**src/hdl/topk_heap_with_labels_sorted_macros.svh**
```systemverilog
// Assertion macros shared by the top-k heap design.
`ifndef TOPK_HEAP_WITH_LABELS_SORTED_MACROS_SVH
`define TOPK_HEAP_WITH_LABELS_SORTED_MACROS_SVH
// Implication checked on every rising clock edge outside reset.
`define TKH_ASSERT_IMP(label, clk, rst_n, ante, cons) \
  label: assert property (@(posedge clk) disable iff (!rst_n) (ante) |-> (cons)) \
    else $error("assertion failed");
// Implication checked in the cycle after the antecedent.
`define TKH_ASSERT_NEXT(label, clk, rst_n, ante, cons) \
  label: assert property (@(posedge clk) disable iff (!rst_n) (ante) |=> (cons)) \
    else $error("assertion failed");
`endif

```
**src/hdl/tkh_pkg.sv**
```systemverilog
// Package with shared types and float compare for the top-k heap.
package tkh_pkg;
  localparam int unsigned ValueW = 32;
  localparam int unsigned LabelW = 64;
  localparam int unsigned CfgIdxW = 1;
  localparam int unsigned CfgDataW = 7;
  localparam logic [CfgIdxW-1:0] CfgKeepCount = 1'd0;
  localparam logic [CfgIdxW-1:0] CfgKeepSmallest = 1'd1;

  typedef logic [ValueW-1:0] value_t;
  typedef logic signed [LabelW-1:0] label_t;

  typedef struct packed {
    value_t value;
    label_t label;
  } entry_t;

  // IEEE single less-than; false when either operand is NaN.
  function automatic logic f_lt(value_t a, value_t b);
    logic a_nan;
    logic b_nan;
    logic a_zero;
    logic b_zero;
    logic res;
    a_nan = (a[30:23] == 8'hFF) && (a[22:0] != 23'd0);
    b_nan = (b[30:23] == 8'hFF) && (b[22:0] != 23'd0);
    a_zero = (a[30:0] == 31'd0);
    b_zero = (b[30:0] == 31'd0);
    if (a_nan || b_nan || (a_zero && b_zero)) begin
      res = 1'b0;
    end else if (a[31] != b[31]) begin
      res = a[31];
    end else if (a[31]) begin
      res = a[30:0] > b[30:0];
    end else begin
      res = a[30:0] < b[30:0];
    end
    return res;
  endfunction
endpackage

```
**src/hdl/tkh_cmp.sv**
```systemverilog
// Shared compare unit: mode-dependent "nearer the root" test.
module tkh_cmp
  import tkh_pkg::*;
(
  input  logic   smallest,
  input  value_t a,
  input  value_t b,
  output logic   nearer
);
  assign nearer = smallest ? f_lt(b, a) : f_lt(a, b);
endmodule

```
**config.mk**
```make
export PLATFORM = sky130hd
export DESIGN_NAME = tkh_cmp
export DESIGN_NICKNAME = d
export VERILOG_FILES = /design/src/hdl/topk_heap_with_labels_sorted_macros.svh /design/src/hdl/tkh_pkg.sv /design/src/hdl/tkh_cmp.sv
export SDC_FILE = /design/constraint.sdc
export NUM_CORES = 1
export LEC_CHECK = 0
export ABC_AREA = 1
export BUFFER_PORTS_ARGS = -buffer_cell sky130_fd_sc_hd__buf_4
export CORE_UTILIZATION = 51
export DETAILED_ROUTE_END_ITERATION = 8
export PLACE_DENSITY_LB_ADDON = 0.05
export SYNTH_ARGS = -nofsm -noshare
export SYNTH_HDL_FRONTEND = slang
export SYNTH_SLANG_ARGS = --single-unit
export TNS_END_PERCENT = 50
```
**constraint.sdc**
```tcl
create_clock -name vclk -period 2.95
set_input_delay 0.295 -clock vclk [all_inputs]
set_output_delay 0.295 -clock vclk [all_outputs]
set_load 0.1 [all_outputs]
```
==> results of run 1 <==
[final cells by class]
type	instances	area, µm²
multi-input cells	149	963
repair buffers	66	495
fillers	163	362
inverters	50	188
well taps	27	33.8
[power by group]
part / internal [µW] / leakage, µW / switching (µW)
registers: 0 / 0 / 0
clock network: 0 / 0 / 0
logic: 111 / 0.00103 / 115
[kinds of logic after synthesis]
family / count (synthesis) / share of synthesized area
AND/OR/NAND/NOR: 103 / 0.427
adder cells (fa/ha/maj): 31 / 0.337
buffers and inverters: 50 / 0.163
AO/OA/AOI/OAI: 15 / 0.0728
[layer usage]
| layer | up-vias | global-route usage |
|---|---|---|
| met1 | 673 | 0.319 |
| met4 | 0 | 0.0476 |
| met3 | 6 | 0.00617 |
| met2 | 58 | 0.502 |
| li1 | 788 | - |
| met5 | - | 0 |
[cells in the final DEF (no fill, tap or decap), drive strengths merged]
master / synthesis / routed
a21o: 2 / 2
inv: 49 / 49
nand3b: 1 / 1
nand3: 7 / 7
nand4: 12 / 12
ha: 31 / 31
nor3b: 1 / 1
buf: 0 / 66
and2: 2 / 2
nor2: 11 / 11
a21oi: 13 / 13
nor3: 5 / 5
nand2: 54 / 54
clkinv: 1 / 1
nor4: 10 / 10
[path summary, 6_finish.rpt]
check,to,slack (ns),depth (start not counted)
worst max-delay path,nearer,0.69,12
worst min-delay path,nearer,1.04,5
[worst max-delay path, delay by kind of cell]
family | cells | cell delay (ns)
simple gates | 4 | 0.33
compound gates | 4 | 0.59
buf+inv | 3 | 0.42
fa+ha+maj | 1 | 0.33
[per-stage QoR]
| stage | total power (µW) | area (µm²) | hold WS [ns] | utilization |
|---|---|---|---|---|
| 6_report | 225 | 1680 | 1.04 | 0.823 |
| 5_1_grt | 257 | 1680 | 1.07 | 0.823 |
| 4_1_cts | 225 | 1680 | 1.05 | 0.823 |
| 3_5_place_dp | 225 | 1680 | 1.05 | 0.823 |
| 3_3_place_gp | 219 | 1680 | 1.04 | 0.823 |
| 2_1_floorplan | 123 | 1150 | 0.946 | - |
==> qor.yml, run 1 <==
global_route:
  grt-ovfl-total: 0
  grt_first_pass_wirelength_um: 5280
  grt_pass1_vias: 1415
  grt_antenna_before_repair: 0
  grt_usage: 0.260
  grt_max_degree: 4
floorplan:
  die_area_um2: 2450
  core-area_um2: 2040
  ioPinCount: 66
  die_x_um: 49.5
  num_rows: 16
  die_height_um: 49.5
  start_util: 0.564
routing:
  antenna_left: 0
  drt-total-wl_um: 3000
  dr.pass1.iters: 4
  routed.top_layer: "met4"
  viasPerCell: 5.22
  dr_wl_met2_um: 1450
  drc: 0
  met1_length_um: 1330
  wl_met3_um: 157
  vias: 1525
  drt_iter0_markers: 19
  wire_per_inst_um: 10.3
logic_synthesis:
  synth_seq_area_share: 0
  synth_common_cells: "52 x nand2_1, 44 x inv_1, 31 x ha_1, 12 x a21oi_1, 12 x nand4_1"
  synth_top_area_cell: "ha_1"
  netlist_area_um2: 1150
  synth_area_leaders: "ha_1 34%, nand2_1 17%, inv_1 14%"
  yosysTopAreaCellShare: 0.337
  ys_warn_count: 0
  synth.most_common_cell: "nand2_1"
  syn_avg_cell_area_um2: 5.78
  syn_inst: 199
  yosysUniqueCellTypes: 20
  synth_nets: 295
status:
  status: "completed"
finish:
  area_growth_pct: 46.0
  n_antenna_cell: 0
  seq_cell_count: 0
  clock_buffers: 0
  nets: 363
  drive_gt1_frac: 0.298
  final_cells: 292
  regArea_um2: 0
critical_path:
  worstSetupStartpointType: "input port"
  path_max_fanout: 3
  cpPeakStageDelay_ns: 0.33
  setup.worst_path.class: "in -> out"
  worst_setup_path_end_kind: "output port"
  path_cells: "buf_4 > inv_1 > ha_1 > a21o_1 > nor2_1 > nand2_1 > a21oi_1 > nand2_2 > a21oi_1 > nand2_1 > a21oi_2 > buf_4"
  worst_ep_required_time_ns: 2.65
  critPathArrivalTime_ns: 1.96
  startpoint: "a[22]"
  cp_slowest_cell: "ha_1"
power_and_ir_drop:
  ir_worst_vdd_uv: 117
  powerDensity_nw_per_um2: 134
  leakage_uw: 0.00103
job:
  max_cap_viol_count: 0
timing:
  hold_viol_final: 0
  setup_viol: 0
  rsz0062_at_grt: "false"
  period_minus_slack_ns: 2.26
  min_period_over_period: 0.766
  finalSetupTns_ns: 0
  fin_ws_ns: 0.691
  slew_headroom: 0.734
  fmax_mhz: 443
  worstMarginPinSlew_ns: 0.396
  slew_violations: 0
placed_design:
  hpwl_um: 2790
  port_buffers: 66
  dp_cells: 292
  pre_cts_ws_ns: 0.689
  gp_congestion: 0.884
cts:
  cts-resized-gates: 0
  cts_setup_buffers: 0
  cts_hold_buffers: 0
hold_path:
  min_from: "smallest"
  hold_class: "in -> out"
(Power assumes the default switching activity.)
==> run 2, diff against run 1 <==
--- a/config.mk
+++ b/config.mk
@@ -7,7 +7,7 @@
 export LEC_CHECK = 0
 export ABC_AREA = 1
 export BUFFER_PORTS_ARGS = -buffer_cell sky130_fd_sc_hd__buf_4
-export CORE_UTILIZATION = 51
+export CORE_UTILIZATION = 43
 export DETAILED_ROUTE_END_ITERATION = 8
 export PLACE_DENSITY_LB_ADDON = 0.05
 export SYNTH_ARGS = -nofsm -noshare
==> constraint.sdc (replaced) <==
create_clock -name vclk -period 1.9
set_input_delay 0.19 -clock vclk [all_inputs]
set_output_delay 0.19 -clock vclk [all_outputs]
set_load 0.1 [all_outputs]
==> qor.yml, run 2 (same netlist as run 1, synthesis figures left out) <==
routing:
  antenna_left: 0
  dr.pass1.iters: 4
  viasPerCell: 5.38
  wire_per_inst_um: 15.1
  drt_iter0_markers: 42
  drc: 0
  vias: 1785
  drt-total-wl_um: 5020
status:
  status: "finished with violations"
  violations: "setup timing"
power_and_ir_drop:
  powerDensity_nw_per_um2: 246
  leakage_uw: 0.00123
  combPwrFrac: 1.000
  power_frac_seq: 0
  sw_frac_of_total: 0.474
  ir_worst_vdd_uv: 282
  clockPowerShare: 0
  p_sw_uw: 266
  p_int_uw: 295
placed_design:
  pre_cts_ws_ns: -0.186
  hpwl_um: 3010
  dpl-instance-area_um2: 1950
  port_buffers: 66
  gp_congestion: 0.792
critical_path:
  critPathArrivalTime_ns: 1.87
  worst_setup_path_end_kind: "output port"
  setup.worst_path.class: "in -> out"
  path_max_fanout: 3
  worstSetupStartpointType: "input port"
  worst_ep_required_time_ns: 1.71
timing:
  min_period_over_period: 1.09
  rsz0062_at_grt: "true"
  fmax_mhz: 485
  fin_ws_ns: -0.162
  setup_viol: 1
  hold_viol_final: 0
  worstMarginPinSlew_ns: 0.411
  period_minus_slack_ns: 2.06
  slew_violations: 0
  slew_headroom: 0.723
floorplan:
  start_util: 0.460
  num_rows: 18
  die_area_um2: 2890
  ioPinCount: 66
  die_height_um: 53.7
  die_x_um: 53.7
  core-area_um2: 2500
finish:
  design_area_um2: 2280
  regArea_um2: 0
  n_antenna_cell: 0
  seq_cell_count: 0
  nets: 400
  final_common_cell: "buf_4"
  n_fill_cell: 107
  drive_gt1_frac: 0.517
  clock_buffers: 0
  area_growth_pct: 98.3
  final_cell_mix: "92 x buf_4, 42 x nand2_1, 34 x inv_1, 17 x ha_1, 14 x ha_4"
job:
  max_cap_viol_count: 0
global_route:
  grt_usage: 0.325
  grt_antenna_before_repair: 0
  grt_pass1_vias: 1636
  grt_max_degree: 4
  grt_first_pass_wirelength_um: 6790
  grt-ovfl-total: 0
hold_path:
  hold_class: "in -> out"
cts:
  cts_hold_buffers: 0
## run 2: cell types whose count changed in the layout (fill, tap and decap cells not counted), moves of 5 or more
cell     delta
nand2_1    -10
nand2_2     +7
ha_4       +14
inv_1      -10
buf_4      +26
inv_2       +6
ha_1       -14
buf_6       +9
a21oi_1     -5
## run 2: path summary, 6_finish.rpt
path | startpoint | to | slack, ns | depth (start not counted)
worst max-delay path | a[29] | nearer | -0.16 | 15
worst min-delay path | smallest | nearer | 0.81 | 5
## run 2: critical path, stage by stage
cell,delay (ns)
buf_4,0.11
inv_2,0.07
ha_4,0.20
nand2_4,0.07
nor2_4,0.04
buf_4,0.12
buf_4,0.12
nand2_1,0.05
nand2_1,0.05
a21oi_2,0.12
nand2_2,0.11
a21oi_2,0.18
nand2_2,0.10
a21oi_4,0.15
buf_12,0.19
## run 2: layout make-up
| cell class | count | area [µm²] | area share |
|---|---|---|---|
| inverters | 50 | 198 | 0.0866 |
| multi-input cells | 149 | 1220 | 0.535 |
| well taps | 30 | 37.5 | 0.0164 |
| repair buffers | 103 | 827 | 0.362 |
## run 2: repair_timing
action                                  in CTS  in global routing
gates resized for setup                     45                 12
pin swaps                                   24                 12
buffers inserted                             5                  2
endpoints found under the setup margin       1                  1
## run 2: per-layer routing
metal / GRT usage / wire length [µm] / vias up
li1: - / - / 867
met1: 0.363 / 1970 / 806
met2: 0.630 / 2570 / 90
met3: 0.0282 / 286 / 22
met4: 0.105 / 191 / 0
met5: 0 / 0 / -
## run 2: power by group through the flow
stage	clock network, µW	logic, µW	registers, µW
floorplan	0	203	0
global placement	0	409	0
detailed placement	0	417	0
CTS	0	498	0
global route	0	608	0
finish	0	561	0
## run 2: stage by stage
| stage | utilization | power (µW) | setup TNS, ns | std cells | hold slack, ns |
|---|---|---|---|---|---|
| finish | 0.913 | 561 | -0.162 | 332 | 0.806 |
| detailed placement | 0.782 | 417 | -0.186 | 325 | 0.847 |
| global route | 0.913 | 608 | -0.279 | 332 | 0.827 |
| CTS | 0.879 | 498 | -0.0904 | 330 | 0.786 |
| floorplan | - | 203 | -0.0937 | 199 | 0.652 |
| global placement | 0.782 | 409 | -0.167 | 325 | 0.842 |
==> run 3, diff against run 2 <==
==> constraint.sdc (replaced) <==
create_clock -name vclk -period 1.9
set_input_delay 0.19 -clock vclk [all_inputs]
set_output_delay 0.19 -clock vclk [all_outputs]
set_load 0.02 [all_outputs]
==> qor.yml, run 3 (same netlist as run 1, synthesis figures left out) <==
global_route:
  grt_usage: 0.231
  grt_first_pass_wirelength_um: 5020
  grt_pass1_vias: 1209
  grt_antenna_before_repair: 0
  grt_max_degree: 4
  grt-ovfl-total: 0
routing:
  dr.pass1.iters: 4
  viasPerCell: 5.15
  drc: 0
  wire_per_inst_um: 12.5
  antenna_left: 0
  drt_iter0_markers: 19
  vias: 1544
  drt-total-wl_um: 3750
job:
  max_cap_viol_count: 0
placed_design:
  hpwl_um: 2730
  port_buffers: 66
  gp_congestion: 0.787
  dp_cells: 298
finish:
  nets: 368
  final_cell_mix: "63 x buf_4, 44 x nand2_1, 29 x inv_1, 18 x ha_4, 17 x inv_2"
  post-route-util: 0.823
  n_antenna_cell: 0
  area_growth_pct: 78.7
  final_common_cell: "buf_4"
  regArea_um2: 0
  drive_gt1_frac: 0.481
  final_cells: 300
  clock_buffers: 0
  seq_cell_count: 0
timing:
  finalSetupTns_ns: 0
  period_minus_slack_ns: 1.89
  rsz0062_at_grt: "true"
  whs_ns: 0.751
  worstMarginPinSlew_ns: 0.455
  fmax_mhz: 529
  hold_viol_final: 0
  slew_violations: 0
  slew_headroom: 0.694
  setup_viol: 0
  min_period_over_period: 0.994
power_and_ir_drop:
  ir_worst_vdd_uv: 173
  leakage_uw: 0.00107
  power.total_uw: 457
  powerDensity_nw_per_um2: 222
critical_path:
  cpPeakStageDelay_ns: 0.21
  worstSetupStartpointType: "input port"
  worst_setup_path_end_kind: "output port"
  critPathArrivalTime_ns: 1.70
  path_cells: "buf_4 > inv_2 > ha_4 > a21o_1 > nor2_1 > nand2_2 > a21oi_2 > nand2_2 > a21oi_2 > nand2_2 > a21oi_2 > buf_4"
  cp_slowest_cell: "ha_4"
  worst_ep_required_time_ns: 1.71
  path_max_fanout: 3
  setup.worst_path.class: "in -> out"
floorplan:
  core-area_um2: 2500
  ioPinCount: 66
  die_height_um: 53.7
  die_x_um: 53.7
  die_area_um2: 2890
  num_rows: 18
  start_util: 0.460
hold_path:
  hold_class: "in -> out"
status:
  status: "completed"
run 3: cell types whose count changed in the layout (fill, tap and decap cells not counted), sizes merged:
cell,change
buf,-32
run 3: final cells by class:
type,count,area [µm²]
multi-input combinational,149,1260
inverter,50,195
tap,30,37.5
fill,185,443
timing repair buffer,71,567
run 3: repair_timing:
action | CTS | global route
resized for setup | 13 | 51
gates cloned | 0 | 0
buffers inserted | 1 | 1
pin swaps | 12 | 32
endpoints found under the setup margin | 1 | 1
hold buffers | 0 | 0
run 3: critical path: cells and delay by family:
family,cells,cell delay (ns)
adders and majority gates,1,0.21
buffers and inverters,3,0.34
AOI/OAI and AO/OA,4,0.59
and+or+nand+nor,4,0.36
run 3: power by group:
group / switching [µW] / total [µW] / internal [µW]
combinational: 217 / 457 / 240
sequential: 0 / 0 / 0
clock: 0 / 0 / 0
total: 217 / 457 / 240
run 3: worst paths after layout:
path              endpoint  startpoint  slack (ns)  cells after the start
hold / removal      nearer    smallest        0.75                      5
setup / recovery    nearer       a[22]        0.01                     12
run 3: metrics by stage:
stage,area (µm²),worst slack (ns)
floorplan,1150,0.210
global placement,1710,-0.0267
detailed placement,1710,-0.0392
CTS,1800,0.00140
global route,2060,-0.124
finish,2060,0.0110
run 3: routing by layer:
layer	GRT usage	vias to the layer above	routed length, µm	part of all wire
li1	-	797	-	-
met1	0.325	674	1590	0.42
met2	0.385	61	1810	0.48
met3	0.00565	12	238	0.063
met4	0.0526	0	116	0.031
met5	0	-	0	0
